===== config.mk =====
export PLATFORM = sky130hd
export DESIGN_NAME = centered_moving_average_core
export DESIGN_NICKNAME = d
export VERILOG_FILES = /design/src/cma_pkg.sv /design/src/centered_moving_average_core.sv
export SDC_FILE = /design/constraint.sdc
export NUM_CORES = 2
export LEC_CHECK = 0
export ABC_CLOCK_PERIOD_IN_PS = 5550
export BUFFER_PORTS_ARGS = -buffer_cell sky130_fd_sc_hd__clkbuf_2
export CAP_MARGIN = 30
export CORE_MARGIN = 3
export CORE_UTILIZATION = 40
export CTS_CLUSTER_DIAMETER = 60
export DETAILED_ROUTE_END_ITERATION = 10
export GPL_ROUTABILITY_DRIVEN = 0
export SYNTH_ARGS = -nofsm -noshare
export SYNTH_HDL_FRONTEND = slang
export SYNTH_SLANG_ARGS = --single-unit

===== constraint.sdc =====
create_clock -name clk -period 5.55 [get_ports clk]
set_clock_uncertainty 0.05 [all_clocks]
set_input_delay 0.555 -clock clk [delete_from_list [all_inputs] [get_ports clk]]
set_output_delay 0.555 -clock clk [all_outputs]
set_load 0.02 [all_outputs]

===== src/cma_pkg.sv =====
// shared constants for the centered moving average core
// no dependencies; used by centered_moving_average_core and its testbench
package cma_pkg;

  localparam int SAMPLE_BITS = 16;
  localparam int MAX_WINDOW  = 63;
  localparam int WIN_BITS    = 6;
  localparam int SUM_BITS    = 22;
  localparam int DIV_STEPS   = SUM_BITS;
  localparam int CNT_BITS    = 5;
  localparam int ADDR_BITS   = 3;
  localparam int DATA_BITS   = 32;

  localparam logic [WIN_BITS-1:0] WIN_RESET = 6'd9;

  // register word index, decoded on address bit 2
  localparam logic REG_WINDOW = 1'b0;

endpackage


===== src/centered_moving_average_core.sv =====
// centered moving average core: running sum, circular delay line in a
// synchronous memory, bit-serial divider and an output register
// depends on cma_pkg
//
// Smooths a record of signed 16-bit samples with a centered moving average
// over an odd window W (window_length with bit 0 forced high, reset 9).
// Input words carry one sample, in_tlast marks the last sample of a record.
// While the window fills, a sample gives no output.
// The sample that fills the window gives W/2 copies of the record's first
// sample and then the first average; every later sample gives one average
// (sum / W truncated toward zero). The last sample of a record also gives
// W/2 more copies of the last average. A record shorter than W gives one
// copy of its first sample per sample, all at its end. out_tlast marks the
// last word caused by one input, out_tuser[0] the last word of a record.
// Timing: a sample after the fill goes through the delay line read, the
// sum update and the one-bit-per-cycle divider; its output words then
// leave one per cycle while out_tready allows, and the divider sets the
// sustained rate once the window is full. A new word is taken while the
// last output word still waits in the output register. Window writes are
// ignored in the middle of a record.
module centered_moving_average_core (
  input  logic                           clk,
  input  logic                           rst_n,
  // input stream
  input  logic                           in_tvalid,
  output logic                           in_tready,
  input  logic [cma_pkg::SAMPLE_BITS-1:0] in_tdata,   // [15:0] sample
  input  logic                           in_tlast,   // record_end
  // output stream
  output logic                           out_tvalid,
  input  logic                           out_tready,
  output logic [cma_pkg::SAMPLE_BITS-1:0] out_tdata,  // [15:0] average
  output logic                           out_tlast,  // run_end
  output logic [0:0]                     out_tuser,  // [0] record_done
  // configuration port
  input  logic                           cfg_psel,
  input  logic                           cfg_penable,
  input  logic                           cfg_pwrite,
  input  logic [cma_pkg::ADDR_BITS-1:0]  cfg_paddr,
  input  logic [cma_pkg::DATA_BITS-1:0]  cfg_pwdata,
  output logic [cma_pkg::DATA_BITS-1:0]  cfg_prdata,
  output logic                           cfg_pready
);

  typedef enum logic [2:0] {
    S_IDLE,
    S_READ,
    S_DIV,
    S_FIRST,
    S_AVG
  } state_t;

  localparam int SB = cma_pkg::SAMPLE_BITS;
  localparam int WB = cma_pkg::WIN_BITS;
  localparam int UB = cma_pkg::SUM_BITS;
  localparam int CB = cma_pkg::CNT_BITS;

  state_t                state_r;
  logic [WB-1:0]         wl_r;
  logic [WB-1:0]         fill_r;
  logic [WB-1:0]         ptr_r;
  logic signed [UB-1:0]  sum_r;
  logic [SB-1:0]         first_r;
  logic [SB-1:0]         avg_r;
  logic [SB-1:0]         x_r;
  logic                  end_r;
  logic [WB-1:0]         first_left_r;
  logic [WB-1:0]         avg_left_r;
  // divider
  logic [UB-1:0]         div_q_r;
  logic [WB-1:0]         div_rem_r;
  logic                  div_neg_r;
  logic [CB-1:0]         div_cnt_r;
  // output register
  logic                  out_tvalid_r;
  logic [SB-1:0]         out_data_r;
  logic                  out_last_r;
  logic                  out_done_r;

  // delay line memory
  logic [SB-1:0]         mem [cma_pkg::MAX_WINDOW];
  logic [SB-1:0]         rd_data_r;
  logic                  mem_we;
  logic [WB-1:0]         mem_waddr;
  logic [SB-1:0]         mem_wdata;

  logic [WB-1:0]         win;
  logic [WB-1:0]         half;
  logic [WB-1:0]         fill_inc;
  logic [WB-1:0]         ptr_inc;
  logic                  in_acc;
  logic                  filling;
  logic signed [UB-1:0]  sum_fill;
  logic signed [UB-1:0]  sum_slide;
  logic [WB-1:0]         avg_cnt_in;
  logic [WB-1:0]         avg_cnt_x;
  logic [WB:0]           div_shift;
  logic                  div_ge;
  logic [WB:0]           div_diff;
  logic [WB-1:0]         div_rem_nxt;
  logic [UB-1:0]         div_q_nxt;
  logic [UB-1:0]         div_res;
  logic                  load_ok;
  logic                  out_load;
  logic                  cfg_wr;
  logic                  last_first;

  // effective window: force odd
  assign win      = {wl_r[WB-1:1], 1'b1};
  assign half     = {1'b0, wl_r[WB-1:1]};
  assign fill_inc = fill_r + 1'b1;
  assign ptr_inc  = (ptr_r == win - 1'b1) ? '0 : ptr_r + 1'b1;

  assign in_tready = (state_r == S_IDLE);
  assign in_acc    = in_tvalid && in_tready;
  assign filling   = (fill_r < win);

  // sum while filling, and sliding sum once full (new in, oldest out)
  assign sum_fill  = sum_r + UB'(signed'(in_tdata));
  assign sum_slide = sum_r + UB'(signed'(x_r)) - UB'(signed'(rd_data_r));

  // averages still owed by this input: one, plus the tail at record end
  assign avg_cnt_in = in_tlast ? half + 1'b1 : WB'(1);
  assign avg_cnt_x  = end_r    ? half + 1'b1 : WB'(1);

  // one restoring divide step per cycle
  assign div_shift   = {div_rem_r, div_q_r[UB-1]};
  assign div_ge      = (div_shift >= {1'b0, win});
  assign div_diff    = div_shift - {1'b0, win};
  assign div_rem_nxt = div_ge ? div_diff[WB-1:0] : div_shift[WB-1:0];
  assign div_q_nxt   = {div_q_r[UB-2:0], div_ge};
  assign div_res     = div_neg_r ? (~div_q_nxt + 1'b1) : div_q_nxt;

  assign load_ok    = !out_tvalid_r || out_tready;
  // a word goes into the output register this cycle
  assign out_load   = load_ok && ((state_r == S_FIRST) || (state_r == S_AVG));
  assign last_first = (first_left_r == WB'(1)) && (avg_left_r == '0);

  // configuration
  assign cfg_wr     = cfg_psel && cfg_penable && cfg_pwrite &&
                      (cfg_paddr[2] == cma_pkg::REG_WINDOW);
  assign cfg_pready = 1'b1;
  assign cfg_prdata = (cfg_paddr[2] == cma_pkg::REG_WINDOW) ?
                      {{(cma_pkg::DATA_BITS-WB){1'b0}}, wl_r} : '0;

  assign out_tvalid   = out_tvalid_r;
  assign out_tdata    = out_data_r;
  assign out_tlast    = out_last_r;
  assign out_tuser[0] = out_done_r;

  // delay line write port select
  always_comb begin
    mem_we    = 1'b0;
    mem_waddr = fill_r;
    mem_wdata = in_tdata;
    if (in_acc && filling) begin
      mem_we = 1'b1;
    end else if (state_r == S_READ) begin
      mem_we    = 1'b1;
      mem_waddr = ptr_r;
      mem_wdata = x_r;
    end
  end

  always_ff @(posedge clk) begin
    if (mem_we) begin
      mem[mem_waddr] <= mem_wdata;
    end
    rd_data_r <= mem[ptr_r];
  end

  always_ff @(posedge clk) begin
    if (!rst_n) begin
      state_r      <= S_IDLE;
      wl_r         <= cma_pkg::WIN_RESET;
      fill_r       <= '0;
      ptr_r        <= '0;
      sum_r        <= '0;
      first_r      <= '0;
      avg_r        <= '0;
      end_r        <= 1'b0;
      first_left_r <= '0;
      avg_left_r   <= '0;
      div_cnt_r    <= '0;
      out_tvalid_r <= 1'b0;
    end else begin
      if (cfg_wr && (fill_r == '0)) begin
        wl_r <= cfg_pwdata[WB-1:0];
      end
      // a new word takes the register, else an accepted one leaves it
      if (out_load) begin
        out_tvalid_r <= 1'b1;
      end else if (out_tready) begin
        out_tvalid_r <= 1'b0;
      end

      unique case (state_r)
        S_IDLE: begin
          if (in_acc) begin
            end_r <= in_tlast;
            x_r   <= in_tdata;
            if (filling) begin
              if (fill_r == '0) begin
                first_r <= in_tdata;
              end
              if (fill_inc == win) begin
                // window just filled: divide, then lead-in copies
                div_q_r      <= sum_fill[UB-1] ? UB'(-sum_fill) : UB'(sum_fill);
                div_neg_r    <= sum_fill[UB-1];
                div_rem_r    <= '0;
                div_cnt_r    <= '0;
                first_left_r <= half;
                avg_left_r   <= avg_cnt_in;
                state_r      <= S_DIV;
                if (in_tlast) begin
                  sum_r  <= '0;
                  fill_r <= '0;
                  ptr_r  <= '0;
                end else begin
                  sum_r  <= sum_fill;
                  fill_r <= fill_inc;
                end
              end else if (in_tlast) begin
                // short record: copies of the first sample
                first_left_r <= fill_inc;
                avg_left_r   <= '0;
                state_r      <= S_FIRST;
                sum_r        <= '0;
                fill_r       <= '0;
                ptr_r        <= '0;
              end else begin
                sum_r  <= sum_fill;
                fill_r <= fill_inc;
              end
            end else begin
              // oldest sample is being read at ptr_r
              state_r <= S_READ;
            end
          end
        end

        S_READ: begin
          div_q_r      <= sum_slide[UB-1] ? UB'(-sum_slide) : UB'(sum_slide);
          div_neg_r    <= sum_slide[UB-1];
          div_rem_r    <= '0;
          div_cnt_r    <= '0;
          first_left_r <= '0;
          avg_left_r   <= avg_cnt_x;
          state_r      <= S_DIV;
          if (end_r) begin
            sum_r  <= '0;
            fill_r <= '0;
            ptr_r  <= '0;
          end else begin
            sum_r <= sum_slide;
            ptr_r <= ptr_inc;
          end
        end

        S_DIV: begin
          div_q_r   <= div_q_nxt;
          div_rem_r <= div_rem_nxt;
          div_cnt_r <= div_cnt_r + 1'b1;
          if (div_cnt_r == CB'(cma_pkg::DIV_STEPS - 1)) begin
            avg_r   <= div_res[SB-1:0];
            state_r <= (first_left_r != '0) ? S_FIRST : S_AVG;
          end
        end

        S_FIRST: begin
          if (load_ok) begin
            out_data_r   <= first_r;
            out_last_r   <= last_first;
            out_done_r   <= last_first && end_r;
            first_left_r <= first_left_r - 1'b1;
            if (first_left_r == WB'(1)) begin
              state_r <= (avg_left_r != '0) ? S_AVG : S_IDLE;
            end
          end
        end

        S_AVG: begin
          if (load_ok) begin
            out_data_r   <= avg_r;
            out_last_r   <= (avg_left_r == WB'(1));
            out_done_r   <= (avg_left_r == WB'(1)) && end_r;
            avg_left_r   <= avg_left_r - 1'b1;
            if (avg_left_r == WB'(1)) begin
              state_r <= S_IDLE;
            end
          end
        end

        default: begin
          state_r <= S_IDLE;
        end
      endcase
    end
  end

endmodule


==> metrics.cfg <==
[pwr]
power.density_nw_per_um2=511
leakagePower_nw=19.0
worst_ir_drop_vdd_mv=0.315

[sta]
holdWs_ns=0.0801
setup_ws_final_ns=0.740
grt_setup_unrepaired=no
setup_tns_ns=0
finalMaxSlewViolations=0
setup-violations-final=0
final_min_period_over_clock_period_pct=86.7
timing_hold_violations_final=0
maxClockFrequency_mhz=208
fin_crit_ns=4.81
tightest_slew_ns=0.999
relSlewSlack_pct=33.3

[critical_path]
critical_path_peak_fanout=4
rr_startpoint=sum_r[1]
worst-r2r-cell-count=14
crit_path_start_kind=flop
endpoint_kind=flop
crit_start=sum_r[1]
timing.reg2reg.setup_slack_ns=0.74
crit_end=div_q_r[19]
crit-reg2reg-capture=div_q_r[19]
critical_path_at_ns=5.22
required_ns=5.96
critical_path_class=flop to flop

[routing]
detailroute.via_count=27575
wirelength_mm=125
firstDrtPassIters=5
drc=0
detail_route.vias_per_cell=5.58
initialDrtViolationCount=2787
post_drt_wl_per_cell_um=25.2
antenna_left=0

[floorplan]
die_area_um2=132000
fp.dieH_um=363
initial_core_util_pct=40.4
die_boundary_width_um=363
row_count=130
design.portCount=112
core_area_um2=126000

[clocking]
htreeDepth=4
clkSlewWorstSetupHoldPaths_ns=0.06
post_cts_resized=0
clk_root_buffer_cell=clkbuf_16
post_cts_buffers=0
cts_sinks=1181
tritoncts_clock_tree=yes
cts_made_buffers=131
worst_skew_pair_later_pin_latency_ns=0.74
clockBufferDepth=3

[synth]
synth.avg_cell_area_um2=16.9
syn_inst_count=3020
ys_async_sr_fraction_pct=0
post_synth_instance_area_um2=51000
synth.ff_latch_count=1181
synth_flop_cell=edfxtp_1
synth_edf_count=1071
yosys_warnings=0
yosysSeqAreaShare_pct=67.4
netlist-cell-type-count=82

[place]
worst_slack_at_placement_ns=0.759
placement.cell_area_um2=54000
port_buffers=56
dp_hpwl_mm=78.8
dp_cells=4699

[finish]
layout-area-overhead-vs-synth_pct=14.2
drive_gt1_share_pct=23.6
final_common_cell=edfxtp_1
layout_common_cells=1,071 x edfxtp_1, 318 x mux4_2, 173 x nand2_1
final_cells=4939
finish.instance_area_um2=58200
finish.net_count=3338

[worst_hold_path]
hold_path.class=input port to flop
min-delay-start=in_tdata[0]

[global_route]
grt_pass1_vias=27652
gr-usage-all-layers_pct=19.0
grt_antenna_before_repair=7
pin_count_of_the_biggest_net_entering_global_routing=86
grt_first_pass_wirelength_mm=186
grt_overflow_total=0

[run]
max_cap_violations=0

[run_status]
status=completed

[cell usage after synthesis, drive strengths merged (47+ instances only)]
| cell | n | area [µm²] |
|---|---|---|
| edfxtp | 1071 | 32200 |
| mux4 | 318 | 7160 |
| nor2 | 199 | 747 |
| nand2 | 173 | 649 |
| inv | 117 | 439 |
| clkbuf | 114 | 469 |
| o21ai | 113 | 566 |
| dfxtp | 110 | 2200 |
| a21oi | 80 | 400 |
| buf | 67 | 398 |
| ha | 67 | 838 |
| xnor2 | 65 | 569 |
| xor2 | 53 | 464 |
| mux2i | 49 | 490 |
| a211oi | 47 | 358 |
[kinds of logic (layout without fill, tap and decap cells)]
logic type / after synthesis / count (layout) / synth area share, %
other: 2 / 28 / 0.0147
AOI/OAI and AO/OA: 412 / 412 / 5.39
buffers and inverters: 299 / 542 / 2.58
DFF: 1181 / 1181 / 67.4
xor gates and xnor gates: 119 / 119 / 2.07
adders and majority gates: 91 / 91 / 2.59
muxes: 367 / 367 / 15.0
and+or+nand+nor: 549 / 549 / 4.92
[flip-flops by register name (all words and copies together), names as in the netlist, 3 cells and up]
signal and cells:
avg_left_r 6, out_tdata 16, div_rem_r 6, ptr_r 6, avg_r 16, first_r 16, rd_data_r 16, div_cnt_r 5
mem 1008, wl_r 6, fill_r 6, first_left_r 6, x_r 16, div_q_r 22, state_r 3, sum_r 22
[power breakdown]
group          leakage [nW]  internal [W]  total, W  switching [W]
combinational          6.44       0.00392    0.0101        0.00620
clock                  1.99       0.00480   0.00831        0.00350
sequential             10.6        0.0110    0.0113       0.000354
total                  19.0        0.0197    0.0297         0.0101
[worst min-delay path by stage]
stage                     cells past startpoint  slack, ns      end
after global placement                        2       0.40  wl_r[0]
after floorplan                               2       0.39  wl_r[0]
after CTS                                     1       0.04   x_r[0]
after global routing                          1       0.06   x_r[0]
final                                         1       0.08   x_r[0]
after detailed placement                      2       0.41  wl_r[0]
[critical path, stage by stage, from the launching register on]
cell and delay (ns):
dfxtp_1 0.39, inv_1 0.10, fa_1 0.53, inv_1 0.06, fa_1 0.48, a21o_4 0.27
a2111oi_4 0.40, a31oi_2 0.10, or3_1 0.39, or4b_4 0.54, or4b_4 0.58, nor4_4 0.33
nor3_1 0.09, o21ai_1 0.15, o211ai_1 0.10
[routing by layer]
layer	share of wire, %	global-route usage [%]	up-vias	routed length [µm]
met5	0	0	-	0
met4	2.4	5.45	0	3010
met3	5.5	3.15	183	6840
met2	48	30.3	767	59800
met1	44	27.1	14384	54900
li1	-	-	12241	-
[what timing repair did]
item	in CTS	in global routing
endpoints found under the setup margin	0	0
hold buffers	6	0
hold endpoints to repair	6	0
[per-stage QoR]
stage / util, % / power, W
global route: 46.2 / 0.0313
detailed placement: 42.9 / 0.0216
floorplan: - / 0.0188
finish: 46.2 / 0.0297
CTS: 46.2 / 0.0299
global placement: 42.8 / 0.0214
[cell type report]
| class | instances | area, µm² |
|---|---|---|
| multi-input cells | 1565 | 15700 |
| flip-flops and latches | 1181 | 34400 |
| diodes | 1 | 2.50 |
| well taps | 1650 | 2060 |
| fillers | 10699 | 67900 |
| inverters | 117 | 442 |
| clock buffers | 168 | 3570 |
| clock inverters | 65 | 536 |
| repair buffers | 192 | 1510 |
Power figures use the tool's default switching activity.
